File: config.mk
export PLATFORM = sky130hd
export DESIGN_NAME = window_range_tolerance_check_top
export DESIGN_NICKNAME = d
export VERILOG_FILES = /design/src/rtl/wrtc_pkg.sv /design/src/rtl/wrtc_cell.sv /design/src/rtl/window_range_tolerance_check_top.sv
export SDC_FILE = /design/constraint.sdc
export NUM_CORES = 2
export LEC_CHECK = 0
export BUFFER_PORTS_ARGS = -buffer_cell sky130_fd_sc_hd__clkbuf_2
export CAP_MARGIN = 20
export CORE_MARGIN = 10
export CORE_UTILIZATION = 64
export CTS_CLUSTER_DIAMETER = 50
export DETAILED_ROUTE_END_ITERATION = 8
export PLACE_DENSITY = 0.81
export SYNTH_ARGS = -nofsm -noshare
export SYNTH_HDL_FRONTEND = slang
export SYNTH_HIERARCHICAL = 1
export SYNTH_SLANG_ARGS = --single-unit
File: constraint.sdc
create_clock -name clock -period 42.4 [get_ports clock]
set_clock_uncertainty 0.1 [all_clocks]
set_input_delay 2.12 -clock clock [delete_from_list [all_inputs] [get_ports clock]]
set_output_delay 2.12 -clock clock [all_outputs]
set_load 0.005 [all_outputs]
File: src/rtl/wrtc_pkg.sv
// shared constants and types for the window range tolerance check
package wrtc_pkg;

   localparam int WINDOW_DEPTH_DEFAULT = 32;
   localparam int SAMPLE_BITS_DEFAULT  = 16;

   localparam int THRESHOLD_BITS = 16;
   localparam int LENGTH_BITS    = 6;
   localparam int CSR_INDEX_BITS = 1;
   localparam int CSR_DATA_BITS  = THRESHOLD_BITS;

   localparam logic [THRESHOLD_BITS-1:0] THRESHOLD_RESET = 16'd500;
   localparam logic [LENGTH_BITS-1:0]    LENGTH_RESET    = 6'd30;

   localparam logic [CSR_INDEX_BITS-1:0] CSR_RANGE_THRESHOLD = 1'd0;
   localparam logic [CSR_INDEX_BITS-1:0] CSR_WINDOW_LENGTH   = 1'd1;

   typedef struct packed {
      logic wr_hit;
      logic in_window;
      logic advance;
   } cell_ctl_type;

endpackage

File: src/rtl/wrtc_cell.sv
// one window slot: holds a sample and folds it into the passing min/max token
module wrtc_cell #(
   parameter int SAMPLE_BITS = wrtc_pkg::SAMPLE_BITS_DEFAULT
) (
   input  logic                          clock,
   input  logic                          reset,
   input  wrtc_pkg::cell_ctl_type        ctl,
   input  logic signed [SAMPLE_BITS-1:0] wr_data,
   input  logic                          prev_valid,
   input  logic signed [SAMPLE_BITS-1:0] prev_lo,
   input  logic signed [SAMPLE_BITS-1:0] prev_hi,
   output logic                          next_valid,
   output logic signed [SAMPLE_BITS-1:0] next_lo,
   output logic signed [SAMPLE_BITS-1:0] next_hi
);

   logic signed [SAMPLE_BITS-1:0] sample_ff;
   logic                          valid_ff;
   logic signed [SAMPLE_BITS-1:0] lo_ff;
   logic signed [SAMPLE_BITS-1:0] hi_ff;
   logic signed [SAMPLE_BITS-1:0] lo_in;
   logic signed [SAMPLE_BITS-1:0] hi_in;

   always_comb begin
      lo_in = prev_lo;
      hi_in = prev_hi;
      if (ctl.in_window) begin
         if (sample_ff < prev_lo) begin
            lo_in = sample_ff;
         end
         if (sample_ff > prev_hi) begin
            hi_in = sample_ff;
         end
      end
   end

   // sample store slot, no reset: only read once written
   always_ff @(posedge clock) begin
      if (ctl.wr_hit) begin
         sample_ff <= wr_data;
      end
      if (ctl.advance) begin
         lo_ff <= lo_in;
         hi_ff <= hi_in;
      end
   end

   always_ff @(posedge clock) begin
      if (reset) begin
         valid_ff <= 1'b0;
      end else if (ctl.advance) begin
         valid_ff <= prev_valid;
      end
   end

   assign next_valid = valid_ff;
   assign next_lo    = lo_ff;
   assign next_hi    = hi_ff;

endmodule

File: src/rtl/window_range_tolerance_check_top.sv
// top level of the sliding window min/max range check
// Each accepted reading is stored in the next slot of a circular window (length set by
// window_length, 0 acting as 1 and values above WINDOW_DEPTH acting as WINDOW_DEPTH), then
// a min/max token starting at the reading walks a chain of WINDOW_DEPTH cells, one cell per
// cycle, each cell folding in its stored sample when it lies in the filled part of the
// window. The result (min, max, their difference, and the flag for a difference above
// range_threshold) is loaded into the output register once the token leaves the last cell
// and that register is free, and the next reading is taken only after that load, so no new
// reading is accepted while one is still in the cell chain. A result waiting in
// the output register does not hold off the next reading. Writing window_length empties
// the window; stored samples are kept but no longer count.
module window_range_tolerance_check_top #(
   parameter int WINDOW_DEPTH = wrtc_pkg::WINDOW_DEPTH_DEFAULT,
   parameter int SAMPLE_BITS  = wrtc_pkg::SAMPLE_BITS_DEFAULT
) (
   input  logic                                  clock,
   input  logic                                  reset,
   input  logic                                  req_valid,
   output logic                                  req_stall,
   input  logic signed [SAMPLE_BITS-1:0]         req_reading,
   output logic                                  rsp_valid,
   input  logic                                  rsp_stall,
   output logic                                  rsp_exceeded,
   output logic signed [SAMPLE_BITS-1:0]         rsp_window_min,
   output logic signed [SAMPLE_BITS-1:0]         rsp_window_max,
   output logic [SAMPLE_BITS-1:0]                rsp_window_range,
   input  logic                                  csr_write_en,
   input  logic [wrtc_pkg::CSR_INDEX_BITS-1:0]   csr_index,
   input  logic [wrtc_pkg::CSR_DATA_BITS-1:0]    csr_data
);

   localparam int PTR_W = $clog2(WINDOW_DEPTH);
   localparam int CNT_W = $clog2(WINDOW_DEPTH + 1);
   localparam int CMP_W = (CNT_W > wrtc_pkg::LENGTH_BITS) ? CNT_W : wrtc_pkg::LENGTH_BITS;
   localparam int RNG_W = (SAMPLE_BITS > wrtc_pkg::THRESHOLD_BITS) ?
                          SAMPLE_BITS : wrtc_pkg::THRESHOLD_BITS;

   logic [wrtc_pkg::THRESHOLD_BITS-1:0] threshold_ff;
   logic [wrtc_pkg::LENGTH_BITS-1:0]    length_ff;
   logic [PTR_W-1:0]                    wp_ff;
   logic [PTR_W-1:0]                    wp_in;
   logic [CNT_W-1:0]                    fc_ff;
   logic [CNT_W-1:0]                    fc_in;
   logic                                busy_ff;
   logic                                launch_valid_ff;
   logic signed [SAMPLE_BITS-1:0]       launch_sample_ff;
   logic                                rsp_valid_ff;
   logic                                exceeded_ff;
   logic signed [SAMPLE_BITS-1:0]       min_ff;
   logic signed [SAMPLE_BITS-1:0]       max_ff;
   logic [SAMPLE_BITS-1:0]              range_ff;

   logic [CNT_W-1:0]                    len_c;
   logic [PTR_W-1:0]                    wp_cur;
   logic [CNT_W-1:0]                    fc_cur;
   logic [CNT_W-1:0]                    wp_inc;
   logic                                accept;
   logic                                load;
   logic                                advance_c;
   logic [SAMPLE_BITS-1:0]              diff_c;

   wrtc_pkg::cell_ctl_type              cell_ctl [WINDOW_DEPTH];
   logic                                tok_valid [WINDOW_DEPTH+1];
   logic signed [SAMPLE_BITS-1:0]       tok_lo [WINDOW_DEPTH+1];
   logic signed [SAMPLE_BITS-1:0]       tok_hi [WINDOW_DEPTH+1];

   assign accept = req_valid && !req_stall;

   // effective window length
   always_comb begin
      if (length_ff == '0) begin
         len_c = CNT_W'(1);
      end else if (CMP_W'(length_ff) > CMP_W'(WINDOW_DEPTH)) begin
         len_c = CNT_W'(WINDOW_DEPTH);
      end else begin
         len_c = CNT_W'(length_ff);
      end
   end

   always_comb begin
      wp_cur = (CNT_W'(wp_ff) >= len_c) ? '0 : wp_ff;
      fc_cur = (fc_ff > len_c) ? len_c : fc_ff;
      wp_inc = CNT_W'(wp_cur) + CNT_W'(1);
      wp_in  = (wp_inc >= len_c) ? '0 : wp_inc[PTR_W-1:0];
      fc_in  = (fc_cur < len_c) ? fc_cur + CNT_W'(1) : fc_cur;
   end

   // the token leaves the chain only when the output register is free
   assign load      = tok_valid[WINDOW_DEPTH] && (!rsp_valid_ff || !rsp_stall);
   assign advance_c = !(tok_valid[WINDOW_DEPTH] && !load);
   assign diff_c    = tok_hi[WINDOW_DEPTH] - tok_lo[WINDOW_DEPTH];

   assign tok_valid[0] = launch_valid_ff;
   assign tok_lo[0]    = launch_sample_ff;
   assign tok_hi[0]    = launch_sample_ff;

   for (genvar i = 0; i < WINDOW_DEPTH; i++) begin : g_cell
      assign cell_ctl[i].wr_hit    = accept && (wp_cur == PTR_W'(i));
      assign cell_ctl[i].in_window = CNT_W'(i) < fc_ff;
      assign cell_ctl[i].advance   = advance_c;

      wrtc_cell #(
         .SAMPLE_BITS (SAMPLE_BITS)
      ) u_cell (
         .clock      (clock),
         .reset      (reset),
         .ctl        (cell_ctl[i]),
         .wr_data    (req_reading),
         .prev_valid (tok_valid[i]),
         .prev_lo    (tok_lo[i]),
         .prev_hi    (tok_hi[i]),
         .next_valid (tok_valid[i+1]),
         .next_lo    (tok_lo[i+1]),
         .next_hi    (tok_hi[i+1])
      );
   end

   always_ff @(posedge clock) begin
      if (reset) begin
         threshold_ff    <= wrtc_pkg::THRESHOLD_RESET;
         length_ff       <= wrtc_pkg::LENGTH_RESET;
         wp_ff           <= '0;
         fc_ff           <= '0;
         busy_ff         <= 1'b0;
         launch_valid_ff <= 1'b0;
         rsp_valid_ff    <= 1'b0;
      end else begin
         if (accept) begin
            wp_ff           <= wp_in;
            fc_ff           <= fc_in;
            busy_ff         <= 1'b1;
            launch_valid_ff <= 1'b1;
         end else begin
            if (advance_c) begin
               launch_valid_ff <= 1'b0;
            end
            if (load) begin
               busy_ff <= 1'b0;
            end
         end
         if (load) begin
            rsp_valid_ff <= 1'b1;
         end else if (!rsp_stall) begin
            rsp_valid_ff <= 1'b0;
         end
         if (csr_write_en) begin
            case (csr_index)
               wrtc_pkg::CSR_RANGE_THRESHOLD: begin
                  threshold_ff <= csr_data[wrtc_pkg::THRESHOLD_BITS-1:0];
               end
               wrtc_pkg::CSR_WINDOW_LENGTH: begin
                  length_ff <= csr_data[wrtc_pkg::LENGTH_BITS-1:0];
                  wp_ff     <= '0;
                  fc_ff     <= '0;
               end
               default: begin
               end
            endcase
         end
      end
   end

   always_ff @(posedge clock) begin
      if (accept) begin
         launch_sample_ff <= req_reading;
      end
      if (load) begin
         min_ff      <= tok_lo[WINDOW_DEPTH];
         max_ff      <= tok_hi[WINDOW_DEPTH];
         range_ff    <= diff_c;
         exceeded_ff <= RNG_W'(diff_c) > RNG_W'(threshold_ff);
      end
   end

   assign req_stall        = busy_ff;
   assign rsp_valid        = rsp_valid_ff;
   assign rsp_exceeded     = exceeded_ff;
   assign rsp_window_min   = min_ff;
   assign rsp_window_max   = max_ff;
   assign rsp_window_range = range_ff;

endmodule

# After elaboration in Yosys (flattened, before gate mapping)
# Cells that the tools add are included.
# totals
ff_bits,1669
input_bits,38
out_inout_bits,51
elab_cells,470
# classes
magnitude_cmp,102
muxes,146
add_sub_neg,3
n_reduce_logical,45
n_eq_ne,33
bitwise,1
# ops
op,count
16-bit 2-to-1 mux,128
16-bit greater-than comparator,33
16-bit less-than comparator,32
"5-bit by 6-bit less-than comparator with 1-bit output, first input constant",16
"5-bit equality test, second input constant",16
"4-bit by 6-bit less-than comparator with 1-bit output, first input constant",8
6-bit 2-to-1 mux,7
"5-bit by 4-bit equality test with 1-bit output, second input constant",8
1-bit logical AND,35
5-bit 2-to-1 mux,5
"3-bit by 6-bit less-than comparator with 1-bit output, first input constant",4
"5-bit by 3-bit equality test with 1-bit output, second input constant",4
16-bit subtractor,1
"1-bit by 6-bit less-than comparator with 1-bit output, first input constant",2
"2-bit by 6-bit less-than comparator with 1-bit output, first input constant",2
"5-bit by 2-bit equality test with 1-bit output, second input constant",2
"5-bit by 1-bit adder with 6-bit output, second input constant",1
"6-bit by 1-bit adder with 6-bit output, second input constant",1
5-bit by 6-bit greater-or-equal comparator with 1-bit output,1
6-bit greater-or-equal comparator,1
6-bit greater-than comparator,1
"6-bit greater-than comparator, second input constant",1
6-bit logical NOT,1
6-bit less-than comparator,1
10 further kinds,19

# Depth between registers and ports, before layout
# depth
word_depth,11
mapped_depth,18
ltp_nobuf,17

# Hierarchy
# Netlist, hierarchy kept.
# modules_own_cells
mod,area_each_um2,seq_area_each_um2,cells_each,instances
wrtc_cell at g_cell[0].u_cell ...,2747.6,1461.4,197,31
window_range_tolerance_check_top,5754.3,2672.6,594,1
wrtc_cell at g_cell[9].u_cell,2717.6,1461.4,198,1

# Worst setup path before layout
# No wires, ideal clock.
# synth_timing
path_kind,input to register
start,in rsp_stall
end,"reg g_cell[0].u_cell.hi_ff[0], enable pin"
path_buffers,0
setup_slack_ns,6.498
required_time_ns,32.306
setup_time_ns,9.994
arrival_time_ns,25.808
path_stages,1
cell_sequence,nand3_1
# synth_via
elab_chain_len,5
# synth_lines
element,line,text
"start, declared",window_range_tolerance_check_top.sv:22,"input logic rsp_stall,"
1-bit logical NOT,-,
1-bit logical OR,window_range_tolerance_check_top.sv:89,assign load = tok_valid[WINDOW_DEPTH] && (!rsp_valid_ff || !rsp_stall);
1-bit logical AND,window_range_tolerance_check_top.sv:89,
1-bit logical NOT,window_range_tolerance_check_top.sv:90,assign advance_c = !(tok_valid[WINDOW_DEPTH] && !load);
1-bit logical AND,window_range_tolerance_check_top.sv:90,
"end signal, assigned",wrtc_cell.sv:44,hi_ff <= hi_in;
"end, declared",wrtc_cell.sv:20,logic signed [SAMPLE_BITS-1:0] hi_ff;
# Every way passes these cells.
# A chain may end at the register's enable or synchronous reset.

# Worst setup path in the final report
# layout_timing
start,in rsp_stall
end,"reg g_cell[21].u_cell.hi_ff[6], enable pin"
# layout_via
elab_chain_len,5
# layout_lines
element,line
1-bit logical NOT,-
1-bit logical OR,window_range_tolerance_check_top.sv:89
1-bit logical AND,window_range_tolerance_check_top.sv:89
1-bit logical NOT,window_range_tolerance_check_top.sv:90
1-bit logical AND,window_range_tolerance_check_top.sv:90
"end signal, assigned",wrtc_cell.sv:44
"end, declared",wrtc_cell.sv:20
# Every way passes these cells.

==> impl_metrics.csv <==
group,metric,value,unit
sta,layout_worst_path_cycle_share,16.4,%
routing,dr.max_layer_used,"met4",
finish,layout-drive-gt1-share,23.9,%
clock_tree,h_tree_depth,4,
sta,worst_slew_margin_relative_to_its_limit,22.1,%
run,timing.max_cap.violations,0,
yosys,synth_compound_area_share,7.73,%
yosys,seq_area_frac_synth,52.8,%
critical_path,cell_at_the_slowest_stage_of_the_critical_path,"sky130_fd_sc_hd__buf_4",
run_status,run_status,"finished clean",
clock_tree,ctsRootBufferMaster,"sky130_fd_sc_hd__clkbuf_16",
power_and_ir_drop,leakage,44.3,nW
yosys,synthesis.area,93600,µm²
sta,layout_min_cycle_time,6.95,ns
yosys,synthMuxAreaShare,14.0,%
routing,route.final.wire_length,225000,µm
finish,synthToLayoutAreaGrowth,9.31,%
critical_path,top_cell_by_count_worst_path,"sky130_fd_sc_hd__buf_4",
routing,route.met3.wl,14700,µm
yosys,avgSynthCellArea,13.6,µm²
sta,final.setup.tns,0,ns
yosys,synth_top_cell_area_share,51.3,%
yosys,syn_inst,6899,
yosys,post_synth_main_area_contributors,"sky130_fd_sc_hd__edfxtp_1, sky130_fd_sc_hd__ha_1, sky130_fd_sc_hd__mux2_2",
routing,detailroute.wirelength.met2,111000,µm
yosys,synth.most_common_cell,"sky130_fd_sc_hd__edfxtp_1",
clock_tree,cts.hold.buffers_added,0,
global_route,antenna_found_initial,8,
yosys,yosys_register_bits,1669,
critical_path,worstSetupStartpoint,"rsp_stall",
sta,worst_pin_slew,1.16,ns
floorplan,floorplan.io_pins,89,
routing,drt_iter0_drc,4980,
critical_path,crit_path_cell_trace,"clkbuf_2 > nand3_4 > buf_4 > buf_4 > buf_4 > buf_4 > buf_16 > buf_4",
global_route,largest_net_degree_at_the_start_of_global_routing,96,
floorplan,die_width,403,µm
finish,finalNetCount,8269,
clock_tree,clockBufferDepth,3,
sta,slew_violations,0,
clock_tree,cts_sinks,1669,
yosys,synth_top_cells_by_count,"sky130_fd_sc_hd__edfxtp_1, sky130_fd_sc_hd__ha_1, sky130_fd_sc_hd__inv_1",
floorplan,core.rowCount,140,
routing,first_pass_iters,8,
routing,antenna_violating_nets_post_route,0,
placement,place.detailed.hpwl,154000,µm
floorplan,initial_core_util,64.3,%
floorplan,die_area,162000,µm²
floorplan,core_region_area,146000,µm²
clock_tree,cts_tree,"built",
yosys,postSynth.asyncResetShare,0,%
yosys,post_synth_num_cell_types,80,
critical_path,cp_data_required_time,42.72,ns
yosys,post-synth-top-area-cell,"sky130_fd_sc_hd__edfxtp_1",
routing,detail_route.drc_violations,0,
sta,final.hold.worst_slack,0.347,ns
yosys,post_synth_fa_ha_maj_area_fraction,14.0,%
placement,routabilityCongestion,0.893,
critical_path,crit_path_max_fanout,81,
min_path,hold_class,"reg -> reg",
yosys,synth_warnings,6,
floorplan,die_y,403,µm
yosys,main_combinational_cell_family_by_area_after_synthesis,"adder cells",
routing,routedLengthMet1,88800,µm
clock_tree,worstSkewPairLatency,0.81,ns
critical_path,ff2ff_setup_slack,36.55,ns
placement,port_buffers,88,
global_route,first_global_vias,59047,
global_route,globalRouteOverflowTotal,0,
yosys,post_synth_xor_area_fraction,0.159,%
yosys,most_frequently_used_flop_master_after_synthesis,"sky130_fd_sc_hd__edfxtp_1",
power_and_ir_drop,largest_voltage_drop_on_the_vdd_net,47.9,µV
sta,grt_setup_unrepaired,"no",
clock_tree,number_of_buffers_added_by_the_clock_tree_synthesis_step,182,
critical_path,critical_path.startpoint_type,"primary input",
routing,vias_per_cell,6.22,
sta,final_hold_viol_count,0,
clock_tree,post-cts-setup-buffers,0,
yosys,simple_gate_share_of_the_synthesized_area,5.94,%
critical_path,crit_arrival,7.27,ns
routing,via_count,57572,
power_and_ir_drop,power.density_cell_area,62.5,nW/µm²
critical_path,end_kind,"register",
critical_path,timing.rr.start,"g_cell[31].u_cell/next_valid$_SDFFE_PP0P_",
sta,setup-violations-final,0,
critical_path,critPathCapture,"g_cell[21].u_cell/next_hi[6]$_DFFE_PP_",
routing,route.detailed.wl_per_inst,24.4,µm
critical_path,critical_path.max_stage_delay,0.94,ns
critical_path,timing_worst_setup_path_type,"in -> reg",
critical_path,timing.reg2reg.worst_path_depth,7,
sta,achievable-frequency,0.144,GHz
clock_tree,ctsResizeCount,0,
global_route,global_route_wire_length_before_repair,343000,µm
yosys,synth_edf_count,1601,
critical_path,timing.rr.end,"g_cell[21].u_cell/next_hi[6]$_DFFE_PP_",
global_route,globalRouteTotalUtil,27.2,%
yosys,postSynthNetCount,7987,
clock_tree,path_clk_slew,0.06,ns
-- where the power goes --
| group | total (mW) | switching (mW) | leakage, nW | internal, mW |
|---|---|---|---|---|
| sequential | 2.80 | 0.359 | 16.6 | 2.44 |
| clock | 1.60 | 0.671 | 2.95 | 0.932 |
| combinational | 2.00 | 1.01 | 24.8 | 0.987 |
| total | 6.40 | 2.04 | 44.3 | 4.36 |
-- metal layers --
metal,up-vias,track usage [%]
li1,26374,-
met1,28445,33.7
met2,2140,46.8
met3,613,4.32
met4,0,12.2
met5,-,0
-- cells by family (layout without fill, tap and decap cells) --
group / Yosys count / in the layout
AO/OA/AOI/OAI: 1023 / 1023
buffers and inverters: 1133 / 1568
flip-flops: 1669 / 1669
multiplexers: 1060 / 1060
XOR/XNOR: 17 / 17
AND/OR/NAND/NOR: 947 / 947
other: 0 / 2
adder cells (fa/ha/maj): 1050 / 1050
-- worst min-delay path by stage --
stage | endpoint | slack, ns | start | depth (start not counted)
after global placement | rsp_window_min[6]$_DFFE_PP_ | 0.34 | g_cell[31].u_cell/next_lo[6]$_DFFE_PP_ | 0
after detailed placement | rsp_window_min[4]$_DFFE_PP_ | 0.34 | g_cell[31].u_cell/next_lo[4]$_DFFE_PP_ | 0
after CTS | rsp_window_min[1]$_DFFE_PP_ | 0.35 | g_cell[31].u_cell/next_lo[1]$_DFFE_PP_ | 0
final | rsp_window_min[1]$_DFFE_PP_ | 0.35 | g_cell[31].u_cell/next_lo[1]$_DFFE_PP_ | 0
after global routing | rsp_window_max[6]$_DFFE_PP_ | 0.36 | g_cell[31].u_cell/next_hi[6]$_DFFE_PP_ | 0
after floorplan | rsp_window_max[0]$_DFFE_PP_ | 0.33 | g_cell[31].u_cell/next_hi[0]$_DFFE_PP_ | 0
-- state kept, by name, indices dropped and copies added (netlist names) --
register                  count
g_cell.u_cell/sample_ff     512
threshold_ff                 16
launch_valid_ff               1
g_cell.u_cell/next_hi       512
req_stall                     1
rsp_window_max               16
g_cell.u_cell/next_valid     32
launch_sample_ff             16
fc_ff                         6
rsp_valid                     1
g_cell.u_cell/next_lo       512
wp_ff                         5
rsp_exceeded                  1
rsp_window_min               16
rsp_window_range             16
length_ff                     6
-- area by class of cell --
| cell class | count | area (µm²) |
|---|---|---|
| sequential | 1669 | 49400 |
| antenna | 2 | 5.00 |
| multi-input combinational | 4097 | 39300 |
| timing repair buffer | 185 | 1260 |
| inverter | 1046 | 3930 |
| fill | 9446 | 43200 |
| clock buffer | 216 | 4810 |
| tap | 1917 | 2400 |
| clock inverter | 121 | 1230 |
-- cells in the final DEF, fill, tap and decap left out, types with 32 or more instances in the layout --
cell type,n
sky130_fd_sc_hd__clkbuf_16,187
sky130_fd_sc_hd__inv_1,1045
sky130_fd_sc_hd__a211oi_1,39
sky130_fd_sc_hd__a21o_1,76
sky130_fd_sc_hd__o21ai_2,32
sky130_fd_sc_hd__nand2b_1,104
sky130_fd_sc_hd__mux2i_1,34
sky130_fd_sc_hd__nand3b_1,33
sky130_fd_sc_hd__nand4_1,196
sky130_fd_sc_hd__o21ai_0,150
sky130_fd_sc_hd__nand2_1,200
sky130_fd_sc_hd__ha_1,1049
sky130_fd_sc_hd__nor2_1,117
sky130_fd_sc_hd__a21oi_1,393
sky130_fd_sc_hd__mux2_4,320
sky130_fd_sc_hd__nor2b_1,71
sky130_fd_sc_hd__a21o_2,63
sky130_fd_sc_hd__dfxtp_1,68
sky130_fd_sc_hd__o2111ai_1,33
sky130_fd_sc_hd__buf_4,85
sky130_fd_sc_hd__o211ai_1,33
sky130_fd_sc_hd__nor3_1,41
sky130_fd_sc_hd__clkbuf_2,88
sky130_fd_sc_hd__nand3_1,42
sky130_fd_sc_hd__mux2_2,690
sky130_fd_sc_hd__edfxtp_1,1601
-- stage by stage --
stage / utilization, % / setup WS [ns] / std cells / instance area (µm²) / total power [mW]
after global routing: 70.3 / 35.10 / 9252 / 102000 / 6.74
after detailed placement: 66.1 / 34.38 / 8909 / 96200 / 4.75
after floorplan: - / 6.50 / 6899 / 93600 / 4.09
after global placement: 66.0 / 34.68 / 8902 / 96100 / 4.63
after CTS: 70.3 / 35.21 / 9246 / 102000 / 6.39
final: 70.3 / 35.45 / 9253 / 102000 / 6.40
-- critical path: cells and delay by family --
kind / cells / cell delay, ns
buffers and inverters: 7 / 4.20
AND/OR/NAND/NOR: 1 / 0.73
No activity file was read; power rests on OpenSTA's default activity.
